`config.mk`:
```
export PLATFORM = sky130hd
export DESIGN_NAME = masked_gf256_dom_dep_multiply_core
export DESIGN_NICKNAME = d
export VERILOG_FILES = /design/src/mgdm_pkg.sv /design/src/mgdm_gadget.sv /design/src/masked_gf256_dom_dep_multiply_core.sv
export SDC_FILE = /design/constraint.sdc
export NUM_CORES = 1
export LEC_CHECK = 0
export BUFFER_PORTS_ARGS = -buffer_cell sky130_fd_sc_hd__buf_2
export CAP_MARGIN = 0
export CORE_ASPECT_RATIO = 1.5
export CORE_MARGIN = 1
export CORE_UTILIZATION = 61
export CTS_CLUSTER_DIAMETER = 80
export DETAILED_ROUTE_END_ITERATION = 8
export MAX_ROUTING_LAYER = met4
export PLACE_DENSITY_LB_ADDON = 0.08
export SYNTH_ARGS = -nofsm -noshare
export SYNTH_HDL_FRONTEND = slang
export SYNTH_SLANG_ARGS = --single-unit
```
`constraint.sdc`:
```
create_clock -name clk -period 3.95 [get_ports clk]
set_clock_uncertainty 0.2 [all_clocks]
set_input_delay 0.395 -clock clk [delete_from_list [all_inputs] [get_ports clk]]
set_output_delay 0.395 -clock clk [all_outputs]
set_load 0.05 [all_outputs]
```
`src/mgdm_pkg.sv`:
```
package mgdm_pkg;

	localparam int MaskOrderDefault = 2;
	localparam int ByteW            = 8;
	localparam int ShareFieldW      = 24;
	localparam int RndFieldW        = 48;
	localparam logic [ByteW-1:0] FieldPolyLow = 8'h1B;

	function automatic logic [ByteW-1:0] gf_mul(input logic [ByteW-1:0] x,
			input logic [ByteW-1:0] y);
		logic [ByteW-1:0] acc;
		logic [ByteW-1:0] p;
		acc = '0;
		p   = x;
		for (int k = 0; k < ByteW; k++) begin
			if (y[k]) begin
				acc = acc ^ p;
			end
			p = p[ByteW-1] ? ({p[ByteW-2:0], 1'b0} ^ FieldPolyLow) : {p[ByteW-2:0], 1'b0};
		end
		return acc;
	endfunction

endpackage

```
`src/mgdm_gadget.sv`:
```
module mgdm_gadget import mgdm_pkg::*; #(
	parameter int MASK_ORDER = MaskOrderDefault
) (
	input  logic [ShareFieldW-1:0] a_shares,
	input  logic [ShareFieldW-1:0] b_shares,
	input  logic [RndFieldW-1:0]   rnd_bits,
	output logic [ShareFieldW-1:0] c_shares
);

	localparam int NumShares = MASK_ORDER + 1;

	always_comb begin
		logic [ByteW-1:0] opened;
		logic [ByteW-1:0] s;
		int lo;
		int hi;
		opened   = '0;
		c_shares = '0;
		for (int i = 0; i < NumShares; i++) begin
			opened = opened ^ b_shares[ByteW*i +: ByteW] ^ rnd_bits[ByteW*i +: ByteW];
		end
		for (int i = 0; i < NumShares; i++) begin
			s = gf_mul(a_shares[ByteW*i +: ByteW], rnd_bits[ByteW*i +: ByteW]);
			for (int j = 0; j < NumShares; j++) begin
				lo = (i < j) ? i : j;
				hi = (i < j) ? j : i;
				if (j != i) begin
					s = s ^ gf_mul(a_shares[ByteW*i +: ByteW], rnd_bits[ByteW*j +: ByteW])
						^ rnd_bits[ByteW*(NumShares + lo + hi*(hi-1)/2) +: ByteW];
				end
			end
			s = s ^ gf_mul(a_shares[ByteW*i +: ByteW], opened);
			c_shares[ByteW*i +: ByteW] = s;
		end
	end

endmodule

```
`src/masked_gf256_dom_dep_multiply_core.sv`:
```
// channel  | ports                                   | handshake
// request  | a_shares, b_shares, rnd_bits            | start, accepted when busy is low
// result   | c_shares                                | done, one-cycle strobe
//
// an accepted request passes the stage-one register, then the result register, before its done strobe
// one request per cycle, path is one gf(2^8) gadget between two registers
// busy stays low, the pipeline never holds a request back
// arst_n clears the valid flags only; results are not stalled by the receiver
module masked_gf256_dom_dep_multiply_core import mgdm_pkg::*; #(
	parameter int MASK_ORDER = MaskOrderDefault
) (
	input  logic                   clk,
	input  logic                   arst_n,
	input  logic                   start,
	output logic                   busy,
	input  logic [ShareFieldW-1:0] a_shares,
	input  logic [ShareFieldW-1:0] b_shares,
	input  logic [RndFieldW-1:0]   rnd_bits,
	output logic                   done,
	output logic [ShareFieldW-1:0] c_shares
);

	logic                   valid_s1;
	logic [ShareFieldW-1:0] a_s1;
	logic [ShareFieldW-1:0] b_s1;
	logic [RndFieldW-1:0]   rnd_s1;
	logic                   valid_s2;
	logic [ShareFieldW-1:0] c_s2;
	logic [ShareFieldW-1:0] c_comb;

	assign busy = 1'b0;

	always_ff @(posedge clk or negedge arst_n) begin
		if (!arst_n) begin
			valid_s1 <= 1'b0;
			valid_s2 <= 1'b0;
		end else begin
			valid_s1 <= start && !busy;
			valid_s2 <= valid_s1;
		end
	end

	always_ff @(posedge clk) begin
		if (start && !busy) begin
			a_s1   <= a_shares;
			b_s1   <= b_shares;
			rnd_s1 <= rnd_bits;
		end
		if (valid_s1) begin
			c_s2 <= c_comb;
		end
	end

	mgdm_gadget #(
		.MASK_ORDER(MASK_ORDER)
	) u_gadget (
		.a_shares(a_s1),
		.b_shares(b_s1),
		.rnd_bits(rnd_s1),
		.c_shares(c_comb)
	);

	assign done     = valid_s2;
	assign c_shares = c_s2;

`ifndef NO_ASSERTIONS
	a_req_to_result: assert property (@(posedge clk) disable iff (!arst_n)
		valid_s1 |=> done)
		else $error("request in stage one did not reach the result register");

	a_no_spurious_done: assert property (@(posedge clk) disable iff (!arst_n)
		!valid_s1 |=> !done)
		else $error("done raised without a request in stage one");

	a_accept_to_s1: assert property (@(posedge clk) disable iff (!arst_n)
		(start && !busy) |=> valid_s1)
		else $error("accepted request not captured");
`endif

endmodule

```
==> impl_metrics.env, run 1 <==
export IMPL_status="finished, final reports clean"
export IMPL_vias_per_cell=5.879
export IMPL_crit_family="XOR/XNOR gates"
export IMPL_cts_buffers=17
export IMPL_critPathCaptureType="flip-flop"
export IMPL_syn_inst=1293
export IMPL_fill_cells=1393
export IMPL_ir_drop_mv=0.4541
export IMPL_power_mw=11.71
export IMPL_timing_fmax_mhz=291.9
export IMPL_stdcell_count=1792
export IMPL_grt_most_used_layer="met2"
export IMPL_path_cells="xnor3_2 > buf_4 > xor2_2 > and3_1 > a21oi_1 > o21ai_0 > xor2_1 > xnor3_1"
export IMPL_power_per_cell_area_nw_per_um2=772.8
export IMPL_power_leakage_nw=6.294
export IMPL_tns_ns=0
export IMPL_first_global_vias=10300
export IMPL_final_common_cell="xnor2_1"
export IMPL_reg2reg_from="rnd_s1[13]"
export IMPL_async_flop_share_pct=1.639
export IMPL_synth_edff_count=120
export IMPL_crit_required_ns=3.92
export IMPL_cp_depth=8
export IMPL_dieArea_um2=21100
export IMPL_h_tree_depth=4
export IMPL_slowest_delay_ns=0.53
export IMPL_synth_cell_types=55
export IMPL_final_cell_mix="346 x xnor2_1, 218 x nor2_1, 129 x nand2_1"
export IMPL_critPathSlowestCell="edfxtp_1"
export IMPL_reg2reg_slack_ns=0.52
export IMPL_fin_ws_ns=0.5245
export IMPL_cp_num_buf_inv=1
export IMPL_grt_total_usage_pct=42.26
export IMPL_cts_root_buf="clkbuf_16"
export IMPL_syn_nets=1392
export IMPL_ys_ff_latch=122
export IMPL_avgSynthCellArea_um2=9.678
export IMPL_cts_buffer_depth=2
export IMPL_grtUsageMet2_pct=66.45
export IMPL_cts_sinks=122
export IMPL_cp_max_fo=17
export IMPL_grt_max_degree=39
export IMPL_drive_gt1_share_pct=17.17
export IMPL_first_pass_iters=6
export IMPL_holdWs_ns=0.009931
export IMPL_syn_to_final_growth_pct=21.05
export IMPL_critical_path_endpoint="c_shares[3]"
export IMPL_syn_area_um2=12510
export IMPL_placedCellCount=1664
export IMPL_cts_resized=0
export IMPL_cts_tree="built"
export IMPL_period_share_pct=86.72
export IMPL_wl_per_cell_um=23.58
export IMPL_fp_row_count=63
export IMPL_dpl_cell_area_um2=13600
export IMPL_antenna_diode_count=0
export IMPL_final_hold_viol_count=0
export IMPL_path_class="flip-flop to flip-flop"
export IMPL_port_buffers=123
export IMPL_core_area_um2=19940
export IMPL_period_needed_ns=3.426
export IMPL_dr_total_vias=10540
export IMPL_die_h_um=177.4
export IMPL_rsz0062_at_grt="no"
export IMPL_drv_slew=0
export IMPL_dpl_worst_slack_ns=0.5866
export IMPL_r2r_end="c_shares[3]"
export IMPL_start_util_pct=62.75
export IMPL_hpwl_mm=29.55
export IMPL_r2r_cells=8
export IMPL_die_x_um=118.9
export IMPL_pin_count=125
export IMPL_grt_pass1_wl_mm=61.89
export IMPL_min_delay_start="rnd_bits[15]"
export IMPL_slew_headroom_pct=39.12
export IMPL_setup_violations=0
export IMPL_final_area_um2=15150
export IMPL_min_path_type="input pin to flip-flop"
export IMPL_grt_use_met1_pct=50.64
export IMPL_max_cap_violations=0
export IMPL_yosys_most_used_dff="edfxtp_1"
export IMPL_initialDrtViolationCount=1241
export IMPL_netlist_area_leader_share_pct=28.80
export IMPL_antenna_found_initial=0
export IMPL_grtUsageMet3_pct=5.977
export IMPL_crit_path_start_kind="flip-flop"
export IMPL_ant_nets=0
export IMPL_grt_overflow_total=0
export IMPL_crit_start="rnd_s1[13]"
export IMPL_synth_area_leaders="edfxtp_1 29%, xnor2_1 24%, xnor3_1 11%"
export IMPL_worst_endpoint_arrival_ns=3.40
export IMPL_gp_congestion=1.006
export IMPL_yosysTopAreaCell="edfxtp_1"
export IMPL_ys_warn_count=0
export IMPL_routed_wirelength_mm=42.25
export IMPL_clk_latency_ns=0.44
export IMPL_yosysSeqAreaShare_pct=29.20
export IMPL_drc_errors=0
export IMPL_nets=1618
export IMPL_cts_clk_slew_worst_paths_ns=0.06
export IMPL_finish_utilization_pct=75.95
export IMPL_tightest_slew_ns=0.9067
## worst min-delay path by stage
| stage | endpoint | slack, ns | depth (start not counted) |
|---|---|---|---|
| floorplan | done | -0.10 | 0 |
| global placement | done | -0.02 | 1 |
| detailed placement | done | -0.02 | 1 |
| CTS | rnd_s1[15] | 0.007 | 1 |
| global route | rnd_s1[15] | 0.009 | 1 |
| finish | rnd_s1[15] | 0.01 | 1 |
## what timing repair did
action,CTS,global route
endpoints found under the hold margin,97,0
buffers inserted,0,0
hold buffers,96,0
## cells by family after synthesis
family                    synth area share [%]
muxes                                    1.220
AOI/OAI and AO/OA                        6.559
DFF                                      29.20
and+or+nand+nor                          12.71
xor gates and xnor gates                 46.03
other                                  0.02997
buffers and inverters                    4.260
## where the power goes
| part | internal (mW) | switching [mW] | total, mW |
|---|---|---|---|
| clock network | 0.988 | 0.642 | 1.63 |
| logic | 3.87 | 4.08 | 7.94 |
| registers | 1.96 | 0.166 | 2.13 |
| total | 6.82 | 4.88 | 11.7 |
## metal layers
metal | up-vias | routed length [µm]
met2 | 688 | 19620
met3 | 181 | 3897
li1 | 4706 | -
met1 | 4961 | 15680
met4 | 0 | 3051
met5 | - | 0
## Yosys cell counts, drive strengths merged, types with 6 or more instances
master / number
buf: 67
a22oi: 13
a221oi: 6
nand2: 129
nand2b: 7
a211oi: 8
nor2b: 8
nand3: 8
edfxtp: 120
inv: 16
clkbuf: 27
xnor3: 65
xor2: 89
xnor2: 359
mux2i: 13
o21ai: 33
xor3: 9
nor2: 218
a21oi: 33
nor3: 17
## state kept, by name (all words and copies together) (netlist names)
register and count:
done 1, a_s1 24, b_s1 24, c_shares 24
valid_s1 1, rnd_s1 48
## final cells by class
class                      instances  area, µm²  share of cell area (%)
tap                              260      325.3                   2.148
multi-input combinational       1061       8327                   54.97
sequential                       122       3654                   24.12
inverter                          16      60.06                  0.3965
clock buffer                      20      436.7                   2.883
clock inverter                    12      150.1                  0.9912
timing repair buffer             301       2195                   14.49
Note: power is estimated with default switching activity, not from simulation.
==> run 2, diff against run 1 <==
--- a/config.mk
+++ b/config.mk
@@ -9,11 +9,12 @@
 export CAP_MARGIN = 0
 export CORE_ASPECT_RATIO = 1.5
 export CORE_MARGIN = 1
-export CORE_UTILIZATION = 61
+export CORE_UTILIZATION = 62
 export CTS_CLUSTER_DIAMETER = 80
 export DETAILED_ROUTE_END_ITERATION = 8
 export MAX_ROUTING_LAYER = met4
 export PLACE_DENSITY_LB_ADDON = 0.08
 export SYNTH_ARGS = -nofsm -noshare
 export SYNTH_HDL_FRONTEND = slang
+export SYNTH_HIERARCHICAL = 1
 export SYNTH_SLANG_ARGS = --single-unit
==> run 2 against run 1 <==
Total power up 4.2%. Combinational power up 5.8%. Design area up 2.3%. Largest cell class unchanged. Worst hold slack better by 0.065 ns. Maximum frequency down 3.6%. Sequential share of layout area down 0.54 points. Utilization up 0.25 points. First-iteration DRC count up 26%.
==> impl_metrics.env, run 2 <==
export IMPL_hold_buffers=97
export IMPL_first_pass_iters=6
export IMPL_clk_latency_ns=0.45
export IMPL_wl_met3_mm=5.887
export IMPL_path_class="flip-flop to flip-flop"
export IMPL_fp_row_count=64
export IMPL_ys_warn_count=6
export IMPL_cts_root_buf="clkbuf_16"
export IMPL_largest_register="rnd_s1"
export IMPL_syn_nets=1445
export IMPL_cts_tree="built"
export IMPL_cts_buffers=17
export IMPL_setup_violations=0
export IMPL_async_flop_share_pct=1.639
export IMPL_h_tree_depth=4
export IMPL_wl_per_cell_um=26.91
export IMPL_dr_total_vias=11580
export IMPL_synth_edff_count=120
export IMPL_grt_total_usage_pct=48.83
export IMPL_placedCellCount=1704
export IMPL_period_share_pct=89.96
export IMPL_power_leakage_nw=6.486
export IMPL_ys_ff_latch=122
export IMPL_port_buffers=123
export IMPL_syn_to_final_growth_pct=20.35
export IMPL_grt_overflow_total=0
export IMPL_fill_cells=1363
export IMPL_tns_ns=0
export IMPL_avgSynthCellArea_um2=9.568
export IMPL_synth_area_leaders="edfxtp_1 28%, xnor2_1 21%, xnor3_1 12%"
export IMPL_drive_gt1_share_pct=16.00
export IMPL_core_area_um2=20340
export IMPL_syn_inst=1346
export IMPL_stdcell_count=1834
export IMPL_worst_endpoint_arrival_ns=3.53
export IMPL_yosys_most_used_dff="edfxtp_1"
export IMPL_start_util_pct=63.32
export IMPL_hpwl_mm=32.84
export IMPL_cts_clk_slew_worst_paths_ns=0.07
export IMPL_syn_area_um2=12880
export IMPL_multiInputGateArea_um2=8702
export IMPL_crit_path_start_kind="flip-flop"
export IMPL_crit_required_ns=3.93
export IMPL_die_h_um=178.5
export IMPL_drv_slew=0
export IMPL_routed_wirelength_mm=49.35
export IMPL_grt_max_degree=55
export IMPL_drc_errors=0
export IMPL_gp_congestion=1.087
export IMPL_die_x_um=119.7
export IMPL_slew_headroom_pct=36.22
export IMPL_nets=1655
export IMPL_max_cap_violations=0
export IMPL_seq_area_um2=3655
export IMPL_pin_count=125
export IMPL_grt_pass1_wl_mm=71.62
export IMPL_cts_resized=0
export IMPL_yosysSeqAreaShare_pct=28.37
export IMPL_ant_nets=0
export IMPL_initialDrtViolationCount=1565
export IMPL_cts_sinks=122
export IMPL_first_global_vias=11380
export IMPL_antenna_found_initial=1
export IMPL_ys_top_cells_by_count="309 x xnor2_1, 174 x nand2_1, 170 x nor2_1"
export IMPL_post_cts_buffers=0
export IMPL_largest_reg_flops=48
export IMPL_yosysMostFrequentCell="xnor2_1"
export IMPL_status="finished, final reports clean"
export IMPL_cts_buffer_depth=2
export IMPL_synth_cell_types=58
export IMPL_netlist_area_leader_share_pct=27.98
export IMPL_dieArea_um2=21360
export IMPL_tightest_slew_ns=0.9535
export IMPL_yosysTopAreaCell="edfxtp_1"
export IMPL_vias_per_cell=6.314
export IMPL_cp_max_fo=14
export IMPL_final_common_cell="xnor2_1"
export IMPL_rsz0062_at_grt="no"
export IMPL_period_needed_ns=3.553
export IMPL_final_cell_mix="309 x xnor2_1, 174 x nand2_1, 170 x nor2_1"
export IMPL_final_hold_viol_count=0
export IMPL_min_path_type="input pin to async pin"
export IMPL_ir_drop_mv=0.5224
export IMPL_met2_length_mm=22.30
export IMPL_power_per_cell_area_nw_per_um2=786.7
export IMPL_timing_fmax_mhz=281.4
export IMPL_critPathCaptureType="flip-flop"
export IMPL_met1_length_mm=16.44
export IMPL_topRoutingLayerUsed="met4"
[run 2: cell types whose count changed after synthesis, moves of 13 or more]
cell      change
nor2_1       -48
clkbuf_1     +21
nand2_1      +45
xnor2_1      -37
xor2_1       +13
o21ai_0      +14
[run 2: area by class of cell]
cell class | count | share of cell area [%]
Antenna cell | 1 | 0.01614
Clock buffer | 17 | 2.745
Clock inverter | 15 | 0.9687
Inverter | 12 | 0.2906
Multi-Input combinational cell | 1108 | 56.14
Sequential cell | 122 | 23.58
Tap cell | 264 | 2.131
Timing Repair Buffer | 295 | 14.13
[run 2: logic make-up after synthesis]
kind of cell,after synthesis,synth area share (%)
and+or+nand+nor,410,12.88
DFF,122,28.37
muxes,21,1.652
other,1,0.02912
buffers and inverters,116,4.061
xor gates and xnor gates,504,44.39
AOI/OAI and AO/OA,172,8.618
[run 2: per-stage QoR]
stage / utilization [%] / setup WS, ns / total power [mW] / hold WS [ns] / area [µm²]
floorplan: - / 1.038 / 8.417 / -0.1006 / 12880
global placement: 68.59 / 0.5378 / 10.08 / -0.02127 / 13950
detailed placement: 68.59 / 0.5443 / 10.21 / -0.008987 / 13950
CTS: 76.19 / 0.5348 / 11.89 / 0.06549 / 15500
global route: 76.19 / 0.3962 / 12.64 / 0.08884 / 15500
finish: 76.21 / 0.3966 / 12.19 / 0.07479 / 15500
[run 2: where the power goes]
part	internal, mW	switching (mW)	total [mW]	leakage (nW)
logic	4.00	4.40	8.40	5.01
registers	1.97	0.213	2.18	1.20
clock network	0.928	0.682	1.61	0.279
[run 2: worst paths after layout]
check,startpoint,endpoint,slack (ns),cells past startpoint
max,rnd_s1[4],c_shares[17],0.40,8
min,arst_n,valid_s1,0.07,2
max reg2reg,rnd_s1[4],c_shares[17],0.40,8
min reg2reg,valid_s1,done,0.73,0
max in group asynchronous,arst_n,valid_s1,3.36,2
min in group clk,start,b_s1[16],0.32,1
[run 2: routing by layer]
layer,vias up,GRT usage (%)
li1,4924,-
met1,5417,54.84
met2,948,75.05
met3,291,11.03
met4,0,38.70
met5,-,-
[run 2: critical path: stages, from the launching register on]
cell	delay [ns]
edfxtp_1	0.36
buf_4	0.31
xor2_1	0.76
o221ai_1	0.25
o21ai_0	0.13
o211ai_1	0.19
xnor2_1	0.28
xnor3_1	0.38
xnor3_1	0.41
==> run 3, diff against run 2 <==
--- a/config.mk
+++ b/config.mk
@@ -9,7 +9,7 @@
 export CAP_MARGIN = 0
 export CORE_ASPECT_RATIO = 1.5
 export CORE_MARGIN = 1
-export CORE_UTILIZATION = 62
+export CORE_UTILIZATION = 25
 export CTS_CLUSTER_DIAMETER = 80
 export DETAILED_ROUTE_END_ITERATION = 8
 export MAX_ROUTING_LAYER = met4
==> constraint.sdc (replaced) <==
create_clock -name clk -period 3.26 [get_ports clk]
set_clock_uncertainty 0.2 [all_clocks]
set_input_delay 0.326 -clock clk [delete_from_list [all_inputs] [get_ports clk]]
set_output_delay 0.326 -clock clk [all_outputs]
set_load 0.05 [all_outputs]
==> run 3 against run 2 <==
Cell count increased by 28%. Via count is 7.0% lower. Maximum frequency increased by 12%. Non-clock buffer count is 113 higher. Critical path type unchanged. Largest cell class unchanged.
==> impl_metrics.env, run 3 (synthesis results as in run 2) <==
export IMPL_status="finished, final reports clean"
export IMPL_critPathCaptureType="flip-flop"
export IMPL_slew_headroom_pct=52.09
export IMPL_cts_clk_slew_worst_paths_ns=0.06
export IMPL_final_cell_mix="305 x xnor2_1, 174 x nand2_1, 173 x buf_4"
export IMPL_fp_row_count=101
export IMPL_ir_drop_mv=0.5049
export IMPL_finish_utilization_pct=33.48
export IMPL_cts_tree="built"
export IMPL_cp_max_fo=6
export IMPL_routed_wirelength_mm=55.48
export IMPL_wl_per_cell_um=23.60
export IMPL_crit_required_ns=3.28
export IMPL_dieArea_um2=52440
export IMPL_slowest_delay_ns=0.58
export IMPL_initialDrtViolationCount=677
export IMPL_dr_total_vias=10770
export IMPL_h_tree_depth=4
export IMPL_gp_congestion=0.9111
export IMPL_nets=1768
export IMPL_grt_max_degree=71
export IMPL_vias_per_cell=4.580
export IMPL_core_area_um2=50800
export IMPL_drv_slew=0
export IMPL_tightest_slew_ns=0.7187
export IMPL_setup_violations=0
export IMPL_grt_pass1_wl_mm=78.63
export IMPL_crit_path_start_kind="flip-flop"
export IMPL_cts_buffer_depth=2
export IMPL_first_pass_iters=5
export IMPL_drc_errors=0
export IMPL_min_path_type="input pin to flip-flop"
export IMPL_pin_count=125
export IMPL_cts_root_buf="clkbuf_16"
export IMPL_hpwl_mm=42.84
export IMPL_port_buffers=123
export IMPL_final_common_cell="xnor2_1"
export IMPL_largest_reg_flops=48
export IMPL_reg2reg_slack_ns=0.08
export IMPL_rsz0062_at_grt="no"
export IMPL_antenna_diode_count=0
export IMPL_power_mw=15.55
export IMPL_start_util_pct=25.35
export IMPL_cts_buffers=17
export IMPL_die_h_um=280.0
export IMPL_final_hold_viol_count=0
export IMPL_grt_total_usage_pct=22.17
export IMPL_worst_endpoint_arrival_ns=3.20
export IMPL_period_needed_ns=3.180
export IMPL_drive_gt1_share_pct=22.00
export IMPL_critPathSlowestCell="xnor2_1"
export IMPL_grt_overflow_total=0
export IMPL_largest_register="rnd_s1"
export IMPL_power_leakage_nw=7.089
export IMPL_cts_sinks=122
export IMPL_clk_latency_ns=0.47
export IMPL_antenna_found_initial=0
export IMPL_period_share_pct=97.54
export IMPL_syn_to_final_growth_pct=32.07
export IMPL_power_per_cell_area_nw_per_um2=914.0
export IMPL_timing_fmax_mhz=314.5
export IMPL_die_x_um=187.3
export IMPL_path_class="flip-flop to flip-flop"
export IMPL_ant_nets=0
export IMPL_path_cells="xnor3_1 > xnor2_1 > nor2_1 > xnor3_1 > xnor2_1 > xnor3_1 > xnor2_1 > buf_4"
export IMPL_max_cap_violations=0
export IMPL_first_global_vias=11040
[run 3: report_power, final]
part           total [mW]  switching [mW]  internal [mW]
clock network        1.87           0.831           1.04
registers            2.55           0.169           2.38
logic                11.1            5.66           5.46
[run 3: worst paths after layout]
kind | from | to | cells after the start
min reg2reg | valid_s1 | done | 0
max in group asynchronous | arst_n | done | 3
min in group asynchronous | arst_n | valid_s1 | 3
max reg2reg | b_s1[15] | c_shares[22] | 8
max | b_s1[15] | c_shares[22] | 8
min | start | valid_s1 | 1
[run 3: worst max-delay path, delay by kind of cell, from the launching register on]
kind	cells	cell delay, ns
flops	1	0.42
xor+xnor	6	2.09
buf+inv	1	0.13
simple gates	1	0.10
[run 3: repair_timing]
| item | 4_1_cts | 5_1_grt |
|---|---|---|
| hold buffers | 98 | 0 |
| setup endpoints to repair | 1 | 4 |
| buffers inserted | 0 | 0 |
| hold endpoints to repair | 98 | 0 |
| gates resized for setup | 2 | 5 |
[run 3: cell type report]
class,instances,area [µm²]
multi-input cells,1108,8742
clock buffers,17,425.4
inverters,12,45.04
repair buffers,408,3182
well taps,669,837.1
clock inverters,15,123.9
flip-flops and latches,122,3654
fillers,5306,33790
[run 3: metrics by stage]
step                      std cells  setup TNS, ns  worst slack, ns  hold WS (ns)  cell area (µm²)
after global routing           2351              0         0.002260       0.04120            17010
after floorplan                1346              0           0.3480       -0.1696            12880
after global placement         2221        -0.1227         -0.09702      -0.08935            15440
final                          2351              0          0.08006       0.04231            17010
after detailed placement       2221       -0.09142         -0.09142      -0.08775            15440
after CTS                      2351              0          0.01239       0.02377            16990
[run 3: metal layers]
| layer | routed length [µm] | global-route usage [%] | vias to the layer above | share of wire, % |
|---|---|---|---|---|
| met3 | 1820 | 2.639 | 85 | 3.3 |
| met1 | 22280 | 24.43 | 5218 | 40 |
| met5 | 0 | - | - | 0 |
| met4 | 2768 | 11.81 | 0 | 5.0 |
| li1 | - | - | 5153 | - |
| met2 | 28620 | 39.00 | 311 | 52 |
